==> src/rtl/mwbs_pkg.sv <==
// Shared definitions for the matrix window box sum block.
// Holds size defaults, the register index codes and the item flag bundle.
// No dependencies.
`timescale 1ns / 1ps

package mwbs_pkg;

   localparam int MAX_DIM_DEFAULT      = 64;
   localparam int ELEMENT_BITS_DEFAULT = 16;
   localparam int CFG_W                = 7;
   localparam int CSR_IDX_W            = 2;
   localparam int QUEUE_DEPTH          = 2;

   typedef enum logic [CSR_IDX_W-1:0] {
      CSR_MATRIX_ROWS,
      CSR_MATRIX_COLS,
      CSR_WINDOW_ROWS,
      CSR_WINDOW_COLS
   } mwbs_csr_type;

   typedef struct packed {
      logic err;
      logic first_row;
      logic sub_line;
      logic first_col;
      logic sub_ck;
      logic emit;
      logic last;
   } mwbs_flags_type;

endpackage

==> src/rtl/mwbs_queue.sv <==
// Short FIFO between the classifying front end and the arithmetic back end.
// Depends on mwbs_pkg for the default depth.
`timescale 1ns / 1ps

module mwbs_queue #(
   parameter int WIDTH  = mwbs_pkg::ELEMENT_BITS_DEFAULT,
   parameter int DEPTH  = mwbs_pkg::QUEUE_DEPTH,
   localparam int PTR_W = $clog2(DEPTH),
   localparam int CNT_W = $clog2(DEPTH + 1)
) (
   input  logic             clock,
   input  logic             reset,
   input  logic             in_valid,
   output logic             in_ready,
   input  logic [WIDTH-1:0] in_data,
   output logic             out_valid,
   input  logic             out_ready,
   output logic [WIDTH-1:0] out_data
);

   logic [WIDTH-1:0] slot_ff [DEPTH];
   logic [PTR_W-1:0] wr_ptr_ff, rd_ptr_ff, wr_ptr_in, rd_ptr_in;
   logic [CNT_W-1:0] count_ff, count_in;
   logic             do_push, do_pop;

   assign in_ready  = (count_ff != CNT_W'(DEPTH));
   assign out_valid = (count_ff != '0);
   assign out_data  = slot_ff[rd_ptr_ff];
   assign do_push   = in_valid && in_ready;
   assign do_pop    = out_valid && out_ready;

   always_comb begin
      wr_ptr_in = wr_ptr_ff;
      rd_ptr_in = rd_ptr_ff;
      count_in  = count_ff;
      if (do_push) begin
         wr_ptr_in = (wr_ptr_ff == PTR_W'(DEPTH - 1)) ? '0 : wr_ptr_ff + PTR_W'(1);
      end
      if (do_pop) begin
         rd_ptr_in = (rd_ptr_ff == PTR_W'(DEPTH - 1)) ? '0 : rd_ptr_ff + PTR_W'(1);
      end
      if (do_push && !do_pop) begin
         count_in = count_ff + CNT_W'(1);
      end else if (do_pop && !do_push) begin
         count_in = count_ff - CNT_W'(1);
      end
   end

   always_ff @(posedge clock) begin
      if (reset) begin
         wr_ptr_ff <= '0;
         rd_ptr_ff <= '0;
         count_ff  <= '0;
      end else begin
         wr_ptr_ff <= wr_ptr_in;
         rd_ptr_ff <= rd_ptr_in;
         count_ff  <= count_in;
      end
   end

   always_ff @(posedge clock) begin
      if (do_push) begin
         slot_ff[wr_ptr_ff] <= in_data;
      end
   end

   a_count_up: assert property (@(posedge clock) disable iff (reset)
      (do_push && !do_pop) |=> (count_ff == $past(count_ff) + CNT_W'(1)))
      else $error("queue fill count did not advance on a lone push");

endmodule

==> config.mk <==
export PLATFORM = sky130hd
export DESIGN_NAME = mwbs_queue
export DESIGN_NICKNAME = d
export VERILOG_FILES = /design/src/rtl/mwbs_pkg.sv /design/src/rtl/mwbs_queue.sv
export SDC_FILE = /design/constraint.sdc
export NUM_CORES = 1
export LEC_CHECK = 0
export ABC_AREA = 1
export BUFFER_PORTS_ARGS = -buffer_cell sky130_fd_sc_hd__buf_4
export CAP_MARGIN = 30
export CORE_AREA = 2 2 60 62
export DETAILED_ROUTE_END_ITERATION = 8
export DIE_AREA = 0 0 62 64
export HOLD_SLACK_MARGIN = 0.05
export PLACE_DENSITY = 0.71
export SYNTH_ARGS = -nofsm -noshare
export SYNTH_HDL_FRONTEND = slang
export SYNTH_SLANG_ARGS = --single-unit
==> constraint.sdc <==
create_clock -name clock -period 1.45 [get_ports clock]
set_input_delay 0.29 -clock clock [delete_from_list [all_inputs] [get_ports clock]]
set_output_delay 0.29 -clock clock [all_outputs]
set_load 0.1 [all_outputs]
==> results_dict.tcl <==
set metrics [dict create \
    outcome "complete, but fails checks" \
    violations "negative setup slack" \
    dp_slack_ns 0.04713 \
    drive_gt1_share_pct 56.52 \
    synth_area_leaders "edfxtp_1, mux2_4, dfxtp_1, mux2_2, nand2_1" \
    ys_warn_count 0 \
    synth_common_cells "edfxtp_1, mux2_4, nand2_1, inv_1, nor2_1" \
    period_needed_ns 1.661 \
    worst-path-max-fanout 8 \
    fmax_mhz 602.0 \
    synth_edf_count 32 \
    core_area_mm2 0.003284 \
    required_ns 1.16 \
    setup_viol 16 \
    postRouteAntennaNets 0 \
    grt.total_usage_pct 13.64 \
    worst_path_dominant_cell_family "flip-flops" \
    synth.avg_cell_area_um2 16.65 \
    cpPeakStageDelay_ns 0.41 \
    synth_area_leader_cell "edfxtp_1" \
    drt-initial-drc-count 27 \
    synth_nets 108 \
    place_hpwl_um 1616 \
    yosysSeqAreaShare_pct 73.23 \
    grt_pass1_wl_um 3726 \
    async_flop_share_pct 0 \
    viasPerCell 4.712 \
    grt_setup_unrepaired "true" \
    die_area_mm2 0.003968 \
    dr.pass1.iters 4 \
    netlist.area_leader.share_pct 66.32 \
    min_period_over_period_pct 114.6 \
    wl_per_cell_um 14.08 \
    synth.distinct_cells 14 \
    htreeDepth 2 \
    hp-class "input pin to flip-flop" \
    critical_path_buf_inv_count 2 \
    worst_ep_arrival_time_ns 1.37 \
    synthFlopType "edfxtp_1" \
    power.leakage_nw 0.9144 \
    io_pins 38 \
    clock_latency_ns 0.33 \
    clockBufferDepth 2 \
    maxCapViolations 0 \
    max_slew.worst_pin.slew_ns 0.2014 \
    grt_pass1_vias 862 \
    startpoint_type "flip-flop" \
    synth.most_common_cell "edfxtp_1" \
    tns_ns -3.241 \
    area_delta_synth_final_pct 56.04 \
    die_h_um 64 \
    antenna_cells 0 \
    ir_drop_mv 1.629 \
    antenna_found_initial 0 \
    rows 21 \
    final_hold_viol_count 0 \
    die_w_um 62 \
    final_nets 158 \
    p_per_area_mw_per_mm2 2220 \
    route.detailed.drc 0 \
    skew_ns 0.006662 \
    overflow 0 \
    gp_congestion 0.6178 \
    maxSlewHeadroom_pct 86.61 \
    cts_root_buf "clkbuf_4" \
    crit_slowest_cell "dfxtp_4" \
    slew_viol_final 0 \
    cts.clk_slew.worst_paths_ns 0.10 \
    syn_area_mm2 0.001449 \
    portBuffers 37 \
    worst_slack_ns -0.2112 \
    ys_ff_latch 37 \
    drt-total-wl_um 2591 \
    crit_type "flip-flop to output pin" \
    netlist_instances 87 \
    grt_max_degree 12 \
    cts_tree "built" \
    cts_hold_buf 0 \
    start_util_pct 44.11 \
    end_kind "output pin" \
    crit_chain "buf_16, mux2_4, buf_12" \
    cts_made_buffers 5 \
    num_vias 867 \
    final_core_util_pct 68.84 \
    clock_sinks 37 \
    rrSetupSlack_ns 0.11 \
]
layer usage:
layer | up-vias | GRT usage, % | routed length (um)
li1 | 418 | - | -
met1 | 414 | 14.17 | 1022
met2 | 31 | 23.70 | 1366
met3 | 4 | 5.061 | 158
met4 | 0 | 5.585 | 44
met5 | - | 0 | 0
stage by stage:
step	std cells	hold WS, ns	cell area [um2]	power (W)
floorplan	87	0.3889	1508	0.003265
global placement	173	0.4749	1862	0.003615
detailed placement	173	0.4775	1862	0.003648
CTS	182	0.1257	2137	0.004756
global route	184	0.1173	2261	0.005206
finish	184	0.1396	2261	0.005019
path summary, 6_finish.rpt:
| path | from | end | cells after the start |
|---|---|---|---|
| max | flip-flop | out_data[3] | 3 |
| max reg2reg | count_ff[0]$_SDFFE_PP0P_ | count_ff[1]$_SDFFE_PP0P_ | 10 |
| min | in_data[0] | slot_ff[0][0]$_DFFE_PP_ | 1 |
| min reg2reg | rd_ptr_ff$_SDFFE_PP0P_ | flip-flop | 2 |
repair_timing:
action | in CTS | in global routing
setup buffers | 0 | 2
resized for setup | 42 | 22
endpoints found under the setup margin | 18 | 18
gates cloned | 1 | 0
pin swaps | 0 | 0
power by group:
part | internal [W] | leakage (nW) | switching, W
Sequential | 0.00137 | 0.341 | 0.0000958
Combinational | 0.00111 | 0.527 | 0.00173
Clock | 0.000412 | 0.0455 | 0.000308
Total | 0.00289 | 0.914 | 0.00213
final cells by class:
cell class,instances,area (um2)
Multi-Input combinational cell,40,416.7
Tap cell,46,57.56
Timing Repair Buffer,45,599.3
Clock buffer,7,55.05
Fill cell,217,1023
Sequential cell,37,1070
Inverter,8,32.53
Clock inverter,1,30.03
kinds of logic (layout without fill, tap and decap cells):
group,Yosys count,after routing,share of synthesized area [%]
AO/OA/AOI/OAI,4,4,1.382
adder cells (fa/ha/maj),1,1,0.8634
buffers and inverters,10,61,4.232
flip-flops,37,37,73.23
multiplexers,16,16,15.03
AND/OR/NAND/NOR,19,19,5.268
state kept, by name (all words and copies together), names as in the netlist, named ones only:
name / count
count_ff: 2
rd_ptr_ff: 1
slot_ff: 32
wr_ptr_ff: 1
worst register-to-register path, stage by stage (launching register included):
cell and delay [ns]:
dfxtp_2 0.36, inv_4 0.06, buf_12 0.13, nand2_8 0.06
nand2_1 0.09, ha_4 0.29, inv_1 0.04, nand3_1 0.07
nand2_1 0.05, inv_1 0.05, nor2_1 0.04
placed cells by master, fill, tap and decap left out, drive strengths merged:
cell	count
bufinv	1
mux2	16
clkbuf	7
edfxtp	32
buf	45
ha	1
inv	8
o21ai	2
a21oi	2
nand4	1
nor2	7
nand3	2
dfxtp	5
nand2	9
Note: power is estimated with default switching activity, not from simulation.
