===== src/rtl/mwbs_pkg.sv =====
// Shared definitions for the matrix window box sum block.
// Holds size defaults, the register index codes and the item flag bundle.
// No dependencies.
`timescale 1ns / 1ps

package mwbs_pkg;

   localparam int MAX_DIM_DEFAULT      = 64;
   localparam int ELEMENT_BITS_DEFAULT = 16;
   localparam int CFG_W                = 7;
   localparam int CSR_IDX_W            = 2;
   localparam int QUEUE_DEPTH          = 2;

   typedef enum logic [CSR_IDX_W-1:0] {
      CSR_MATRIX_ROWS,
      CSR_MATRIX_COLS,
      CSR_WINDOW_ROWS,
      CSR_WINDOW_COLS
   } mwbs_csr_type;

   typedef struct packed {
      logic err;
      logic first_row;
      logic sub_line;
      logic first_col;
      logic sub_ck;
      logic emit;
      logic last;
   } mwbs_flags_type;

endpackage


===== src/rtl/mwbs_front.sv =====
// Front end: size registers, raster position counters and item classification.
// Depends on mwbs_pkg for register codes and the flag bundle.
`timescale 1ns / 1ps

module mwbs_front #(
   parameter int MAX_DIM      = mwbs_pkg::MAX_DIM_DEFAULT,
   parameter int ELEMENT_BITS = mwbs_pkg::ELEMENT_BITS_DEFAULT,
   localparam int DIM_BITS    = $clog2(MAX_DIM)
) (
   input  logic                            clock,
   input  logic                            reset,
   input  logic                            csr_we,
   input  logic [mwbs_pkg::CSR_IDX_W-1:0]  csr_addr,
   input  logic [mwbs_pkg::CFG_W-1:0]      csr_wdata,
   input  logic                            in_valid,
   output logic                            in_ready,
   input  logic signed [ELEMENT_BITS-1:0]  in_data,
   input  logic                            q_ready,
   output logic                            push,
   output logic signed [ELEMENT_BITS-1:0]  item_x,
   output logic [DIM_BITS-1:0]             item_row,
   output logic [DIM_BITS-1:0]             item_col,
   output logic [DIM_BITS-1:0]             item_line_row,
   output logic [DIM_BITS-1:0]             item_ck_col,
   output mwbs_pkg::mwbs_flags_type        item_flags
);

   import mwbs_pkg::*;

   localparam int CMP_W = (DIM_BITS + 1 > CFG_W) ? DIM_BITS + 1 : CFG_W;

   logic [CFG_W-1:0]    m_ff, n_ff, p_ff, k_ff;
   logic [CFG_W-1:0]    m_in, n_in, p_in, k_in;
   logic [DIM_BITS-1:0] row_ff, col_ff, row_in, col_in;
   logic                restart;
   logic                cfg_ok;
   logic [CMP_W-1:0]    m_x, n_x, p_x, k_x, lim_x;
   logic [CMP_W-1:0]    row_x, col_x, row1_x, col1_x, line_row_x, ck_col_x;

   always_ff @(posedge clock) begin
      if (reset) begin
         m_ff   <= CFG_W'(1);
         n_ff   <= CFG_W'(1);
         p_ff   <= CFG_W'(1);
         k_ff   <= CFG_W'(1);
         row_ff <= '0;
         col_ff <= '0;
      end else begin
         m_ff   <= m_in;
         n_ff   <= n_in;
         p_ff   <= p_in;
         k_ff   <= k_in;
         row_ff <= row_in;
         col_ff <= col_in;
      end
   end

   always_comb begin
      m_x        = CMP_W'(m_ff);
      n_x        = CMP_W'(n_ff);
      p_x        = CMP_W'(p_ff);
      k_x        = CMP_W'(k_ff);
      lim_x      = CMP_W'(MAX_DIM);
      row_x      = CMP_W'(row_ff);
      col_x      = CMP_W'(col_ff);
      row1_x     = row_x + CMP_W'(1);
      col1_x     = col_x + CMP_W'(1);
      line_row_x = row_x - p_x;
      ck_col_x   = col_x - k_x;
      cfg_ok     = (m_x != '0) && (n_x != '0) && (p_x != '0) && (k_x != '0) &&
                   (m_x <= lim_x) && (n_x <= lim_x) && (p_x <= m_x) && (k_x <= n_x);
   end

   assign in_ready = q_ready;
   assign push     = in_valid && q_ready;

   always_comb begin
      m_in    = m_ff;
      n_in    = n_ff;
      p_in    = p_ff;
      k_in    = k_ff;
      row_in  = row_ff;
      col_in  = col_ff;
      restart = 1'b0;
      if (csr_we) begin
         restart = 1'b1;
         unique case (mwbs_csr_type'(csr_addr))
            CSR_MATRIX_ROWS: m_in = csr_wdata;
            CSR_MATRIX_COLS: n_in = csr_wdata;
            CSR_WINDOW_ROWS: p_in = csr_wdata;
            CSR_WINDOW_COLS: k_in = csr_wdata;
         endcase
      end
      if (restart) begin
         row_in = '0;
         col_in = '0;
      end else if (push && cfg_ok) begin
         if (col1_x >= n_x) begin
            col_in = '0;
            row_in = (row1_x >= m_x) ? '0 : row1_x[DIM_BITS-1:0];
         end else begin
            col_in = col1_x[DIM_BITS-1:0];
         end
      end
   end

   always_comb begin
      item_x               = in_data;
      item_row             = row_ff;
      item_col             = col_ff;
      item_line_row        = line_row_x[DIM_BITS-1:0];
      item_ck_col          = ck_col_x[DIM_BITS-1:0];
      item_flags.err       = !cfg_ok;
      item_flags.first_row = cfg_ok && (row_x == '0);
      item_flags.sub_line  = cfg_ok && (row_x >= p_x);
      item_flags.first_col = cfg_ok && (col_x == '0);
      item_flags.sub_ck    = cfg_ok && (col_x >= k_x);
      item_flags.emit      = cfg_ok && (row1_x >= p_x) && (col1_x >= k_x);
      item_flags.last      = cfg_ok && (row1_x == m_x) && (col1_x == n_x);
   end

   a_pos_in_range: assert property (@(posedge clock) disable iff (reset)
      cfg_ok |-> (row_x < m_x) && (col_x < n_x))
      else $error("raster position outside the configured matrix");

endmodule


===== config.mk =====
export PLATFORM = sky130hd
export DESIGN_NAME = mwbs_front
export DESIGN_NICKNAME = d
export VERILOG_FILES = /design/src/rtl/mwbs_pkg.sv /design/src/rtl/mwbs_front.sv
export SDC_FILE = /design/constraint.sdc
export NUM_CORES = 1
export LEC_CHECK = 0
export BUFFER_PORTS_ARGS = -buffer_cell sky130_fd_sc_hd__buf_2
export CAP_MARGIN = 20
export CORE_ASPECT_RATIO = 1.2
export CORE_UTILIZATION = 32
export CTS_CLUSTER_SIZE = 16
export DETAILED_ROUTE_END_ITERATION = 10
export SLEW_MARGIN = 20
export SYNTH_ARGS = -nofsm -noshare
export SYNTH_HDL_FRONTEND = slang
export SYNTH_SLANG_ARGS = --single-unit

===== constraint.sdc =====
create_clock -name clock -period 7.31 [get_ports clock]
set_input_delay 0.3655 -clock clock [delete_from_list [all_inputs] [get_ports clock]]
set_output_delay 0.3655 -clock clock [all_outputs]
set_load 0.005 [all_outputs]

==> impl_metrics.ini, run 1 <==
[setup_path]
r2r_start = item_col[0]
rr_endpoint = item_col[2]
crit_required_ns = 6.94
worst-setup-path-type = reg2out
cp.arrival_ns = 3.33
start_kind = flop
r2r_cells = 10
startpoint = m_ff[4]
cp-end-kind = primary output
crit_path_max_fanout = 11
regToRegSetupSlack_ns = 3.98

[placed_design]
routabilityCongestion = 0.8657
dp_slack_ns = 3.900
io_buffer_count = 46
hpwlAfterDp_um = 7320

[die]
ios = 79
die_w_um = 96.78
core_mm2 = 0.01052
dieArea_mm2 = 0.01120
row_count = 41
start_util = 0.3280
die_h_um = 115.7

[detailed_routing]
first_pass_iters = 4
dr_total_vias = 3016
postRouteAntennaNets = 0
drt-initial-drc-count = 148
routed_wirelength_um = 9126
wire_per_inst_um = 15.93
viasPerCell = 5.264
drc = 0

[timing]
rsz0062_at_grt = no
slew_viol_final = 0
period_needed_ns = 3.691
timing.fmax_mhz = 270.9
fin_crit_sh = 0.5049
relSlewSlack = 0.4449
hold_viol = 0
holdWs_ns = 0.3104
setup_slack_ns = 3.619
finalSetupViolCount = 0
tns_ns = 0
worst_slew_pin_slew_ns = 0.8219
clock_skew_ns = 0.003245

[global_routing]
grtUsageTotal = 0.1624
grt_pass1_vias = 2945
grt_start_max_net_pins = 31
grt_pass1_wl_um = 14660
antenna_found_initial = 0
grt_overflow = 0

[logic_synthesis]
yosys.area_share.simple = 0.1839
synth_cell_type_count = 46
async_reset_ff_frac = 0
synthMuxAreaShare = 0.05223
ys_ff_latch = 40
avgSynthCellArea_um2 = 8.332
synth_top_cell_by_area = dfxtp_1
syn_nets = 504
synth_top_area_share = 0.2321
synthFlopType = dfxtp_1
synthTopCellsByArea = dfxtp_1, ha_1, mux2i_1
synth_xor_area_frac = 0.03808
yosysSeqAreaShare = 0.2321
synth_warnings = 0
synth-compound-area-share = 0.1759
synth_top_family_by_area = adder cells
synthAdderAreaFrac = 0.2220
synth_area_mm2 = 0.003450
synthCells = 414
synth_edf_count = 0

[final_layout]
final-seq-area_um2 = 800.8
diodes = 0
syn_to_final_growth_pct = 12.08
layout-drive-gt1-share = 0.1464
nFillCells = 1066
multi_input_area_mm2 = 0.002318
nNetsFinal = 533
postLayoutCoreUtil = 0.3676

[worst_hold_path]
hp-class = in2reg
min_path_cells = 2
holdPathEnd = m_ff[0]
hp-start = csr_wdata[0]

[clock_tree]
clk_pin_slew_ns = 0.06
cts_tree = yes
h-tree-depth = 2
clk_latency_ns = 0.28
clock_sinks = 40
post-cts-setup-buffers = 0
clockRootBuffer = clkbuf_16
postCtsHoldBufs = 0
postCtsResizedCells = 0
cts.path.max_buffers = 2
cts_buffers = 5

[power_and_ir_drop]
leakage_nw = 1.844
power_w = 0.0006408
vdd_drop_max_mv = 0.1106
power_density_mw_per_mm2 = 165.7

[status]
status = finished clean

[run]
cap_viol_max_count = 0
layer usage:
| metal | vias up | routed length (um) | track usage | part of all wire |
|---|---|---|---|---|
| met2 | 80 | 4346 | 0.2878 | 0.48 |
| met4 | 0 | 228 | 0.05473 | 0.025 |
| met1 | 1392 | 4131 | 0.2003 | 0.45 |
| li1 | 1524 | - | - | - |
| met3 | 20 | 420 | 0.02774 | 0.046 |
| met5 | - | 0 | 0 | 0 |
through the flow:
stage                     cell area (um^2)  std cells
final                                 3866        573
after global placement                3695        565
after floorplan                       3450        414
after global routing                  3866        573
after detailed placement              3695        565
after CTS                             3866        573
cell usage after synthesis (4+ instances only):
cell	number
ha_1	58
nor2_1	46
inv_1	45
dfxtp_1	40
a21oi_1	28
mux2i_1	18
buf_4	17
nand2_1	17
nand4_1	14
o21ai_0	12
a21o_1	10
nand3_1	10
xnor2_1	10
clkbuf_1	8
a211o_1	6
a32o_1	6
nor4_1	6
nor3_1	5
xor2_1	5
nor2b_1	4
o31ai_1	4
flip-flops by register name, summed over array words and instances (netlist names):
name / flops
item_row: 6
m_ff: 7
k_ff: 7
p_ff: 7
item_col: 6
n_ff: 7
how the worst max path moves through the flow:
stage / slack, ns / to
2_1_floorplan: 4.51 / item_col[2]
3_3_place_gp: 3.93 / item_flags[0]
3_5_place_dp: 3.90 / item_flags[0]
4_1_cts: 3.58 / item_flags[0]
5_1_grt: 3.49 / item_flags[0]
6_report: 3.62 / item_flags[0]
cell usage in the layout (no fill, tap or decap), types with 6 or more instances in the layout:
master and instances:
mux2i_1 18, nor4_1 6, a32o_1 6, inv_1 45
dfxtp_1 40, nand3_1 10, nand2_1 17, buf_2 46
a211o_1 6, nor2_1 46, xnor2_1 10, nand4_1 14
a21oi_1 28, ha_1 58, a21o_1 10, o21ai_0 12
worst max-delay path: stages (launching register included):
cell	delay [ns]
dfxtp_1	0.39
inv_1	0.11
ha_1	0.33
a211oi_1	0.25
o21bai_1	0.12
o22ai_1	0.26
o21ai_0	0.14
buf_4	0.20
nor2_1	0.40
inv_1	0.23
nor4_1	0.43
buf_2	0.19
power by group:
group	switching, W	internal (W)	total [W]
clock network	0.0000965	0.000162	0.000259
registers	0.00000753	0.000224	0.000231
logic	0.0000911	0.0000595	0.000151
area by class of cell:
| cell class | count | share of cell area |
|---|---|---|
| multi-input combinational | 303 | 0.5997 |
| inverter | 45 | 0.04369 |
| clock buffer | 5 | 0.03236 |
| timing repair buffer | 48 | 0.06343 |
| tap | 129 | 0.04175 |
| sequential | 40 | 0.2071 |
| clock inverter | 3 | 0.01197 |
logic make-up after synthesis:
| kind of cell | after synthesis |
|---|---|
| multiplexers | 18 |
| buffers and inverters | 71 |
| flip-flops | 40 |
| adder cells (fa/ha/maj) | 60 |
| AND/OR/NAND/NOR | 123 |
| AO/OA/AOI/OAI | 87 |
| XOR/XNOR | 15 |
Note: power is estimated with default switching activity, not from simulation.
==> run 2: changes to the inputs <==
==> constraint.sdc (replaced) <==
create_clock -name clock -period 3.38 [get_ports clock]
set_input_delay 0.169 -clock clock [delete_from_list [all_inputs] [get_ports clock]]
set_output_delay 0.169 -clock clock [all_outputs]
set_load 0.005 [all_outputs]
==> run 2 against run 1 <==
Effect of this change: register-to-register slack lost 3.7 ns; sequential power grew 120%; largest power group unchanged; sequential share of layout area shrank 0.19 points; combinational power grew 120%; clock power grew 140%; power grew 130%; worst setup slack lost 3.4 ns.
==> impl_metrics.ini, run 2 (synthesis gave the netlist of run 1 again) <==
[status]
status = finished clean

[timing]
clock_skew_ns = 0.004765
slew_viol_final = 0
worst_slew_pin_slew_ns = 0.8223
hold_viol = 0
timing.fmax_mhz = 318.4
rsz0062_at_grt = no
period_needed_ns = 3.141
tns_ns = 0
relSlewSlack = 0.4447
fin_crit_sh = 0.9293
finalSetupViolCount = 0

[setup_path]
worst-path-buf-inv = 1
critical-path-slowest-cell = dfxtp_1
cp.arrival_ns = 3.32
crit_required_ns = 3.56
max_stage_delay_ns = 0.47
cp_cell_sequence = ha_1 > nand3_1 > xnor2_1 > ha_1 > and3_1 > a221o_1 > a31oi_1 > buf_4 > or4_4 > a211o_1 > a32o_1
crit_path_max_fanout = 8
worst-path-stages = 11
cp_top_family = simple AND/OR/NAND/NOR gates
worst-setup-path-type = reg2reg
cp-end-kind = flop
cp_common_cell = ha_1
start_kind = flop
r2r_cells = 11

[power_and_ir_drop]
p_int_w = 0.001040
power_frac_clock = 0.424
leakage_nw = 1.863
switching_share = 0.2841
vdd_drop_max_mv = 0.2527
power_switching_w = 0.0004126
power_density_mw_per_mm2 = 372.2
pwr-share-seq = 0.345
p_comb_frac = 0.231

[clock_tree]
cts_buffers = 5
cts.path.max_buffers = 2
clk_latency_ns = 0.29
postCtsHoldBufs = 0
clk_pin_slew_ns = 0.06
cts_tree = yes
h-tree-depth = 2
post-cts-setup-buffers = 0
clock_sinks = 40
postCtsResizedCells = 0
clockRootBuffer = clkbuf_16

[final_layout]
final-seq-area_um2 = 800.8
layout_commonest_cell = ha_1
diodes = 0
nNetsFinal = 535
postLayoutCoreUtil = 0.3710
nFillCells = 1076
syn_to_final_growth_pct = 13.09
layout-drive-gt1-share = 0.1506
multi_input_area_mm2 = 0.002325
layout_common_cells = ha_1, nor2_1, buf_2

[die]
ios = 79
die_w_um = 96.78
dieArea_mm2 = 0.01120
core_mm2 = 0.01052
row_count = 41
start_util = 0.3280
die_h_um = 115.7

[detailed_routing]
drc = 0
first_pass_iters = 4
routed_wirelength_um = 9138
wire_per_inst_um = 15.92
dr_total_vias = 3055
viasPerCell = 5.322
postRouteAntennaNets = 0
drt-initial-drc-count = 129

[global_routing]
gr-usage-met2 = 0.2779
grtUsageTotal = 0.1673
grt_use_met3 = 0.03800
grt_pass1_vias = 3007
antenna_found_initial = 0
grt_start_max_net_pins = 31
grt_overflow = 0
grt_pass1_wl_um = 15040
grt-busiest-layer = met2
met1_usage = 0.2137

[run]
cap_viol_max_count = 0

[placed_design]
hpwlAfterDp_um = 7251
io_buffer_count = 46
routabilityCongestion = 0.8971

[worst_hold_path]
min_path_cells = 2
hp-class = in2reg
[run 2: path summary, 6_finish.rpt]
check / slack, ns / to / startpoint
min reg2reg: 0.54 / n_ff[1] / n_ff[1]
max: 0.24 / item_row[3] / item_col[0]
min: 0.11 / m_ff[0] / csr_wdata[0]
max reg2reg: 0.24 / item_row[3] / item_col[0]
[run 2: power groups by stage]
stage,clock [W],sequential [W],combinational (W)
after floorplan,0,0.000505,0.000227
after global placement,0,0.000511,0.000324
after detailed placement,0,0.000511,0.000329
after CTS,0.000626,0.000500,0.000332
after global routing,0.000644,0.000502,0.000372
final,0.000616,0.000501,0.000336
[run 2: routing by layer]
metal	vias to the layer above	routed length, um	part of all wire
met1	1435	4249	0.46
li1	1526	-	-
met2	75	4215	0.46
met4	0	229	0.025
met3	19	444	0.049
met5	-	0	0
[run 2: stage by stage]
step                      instances  instance area, um^2  total power, W  setup WS, ns  hold slack (ns)
after detailed placement        567                 3710       0.0008396        0.2911           0.3380
after global routing            574                 3901        0.001518       0.08565           0.1250
after floorplan                 414                 3450       0.0007318        0.5755           0.2869
after global placement          567                 3710       0.0008348        0.4174           0.3380
after CTS                       574                 3895        0.001458        0.2719           0.1108
final                           574                 3901        0.001452        0.2389           0.1132
[run 2: cell type report]
cell class,count,share of cell area
clock inverter,2,0.01539
clock buffer,5,0.03207
sequential,40,0.2053
inverter,45,0.04330
timing repair buffer,50,0.06671
tap,129,0.04137
multi-input combinational,303,0.5959
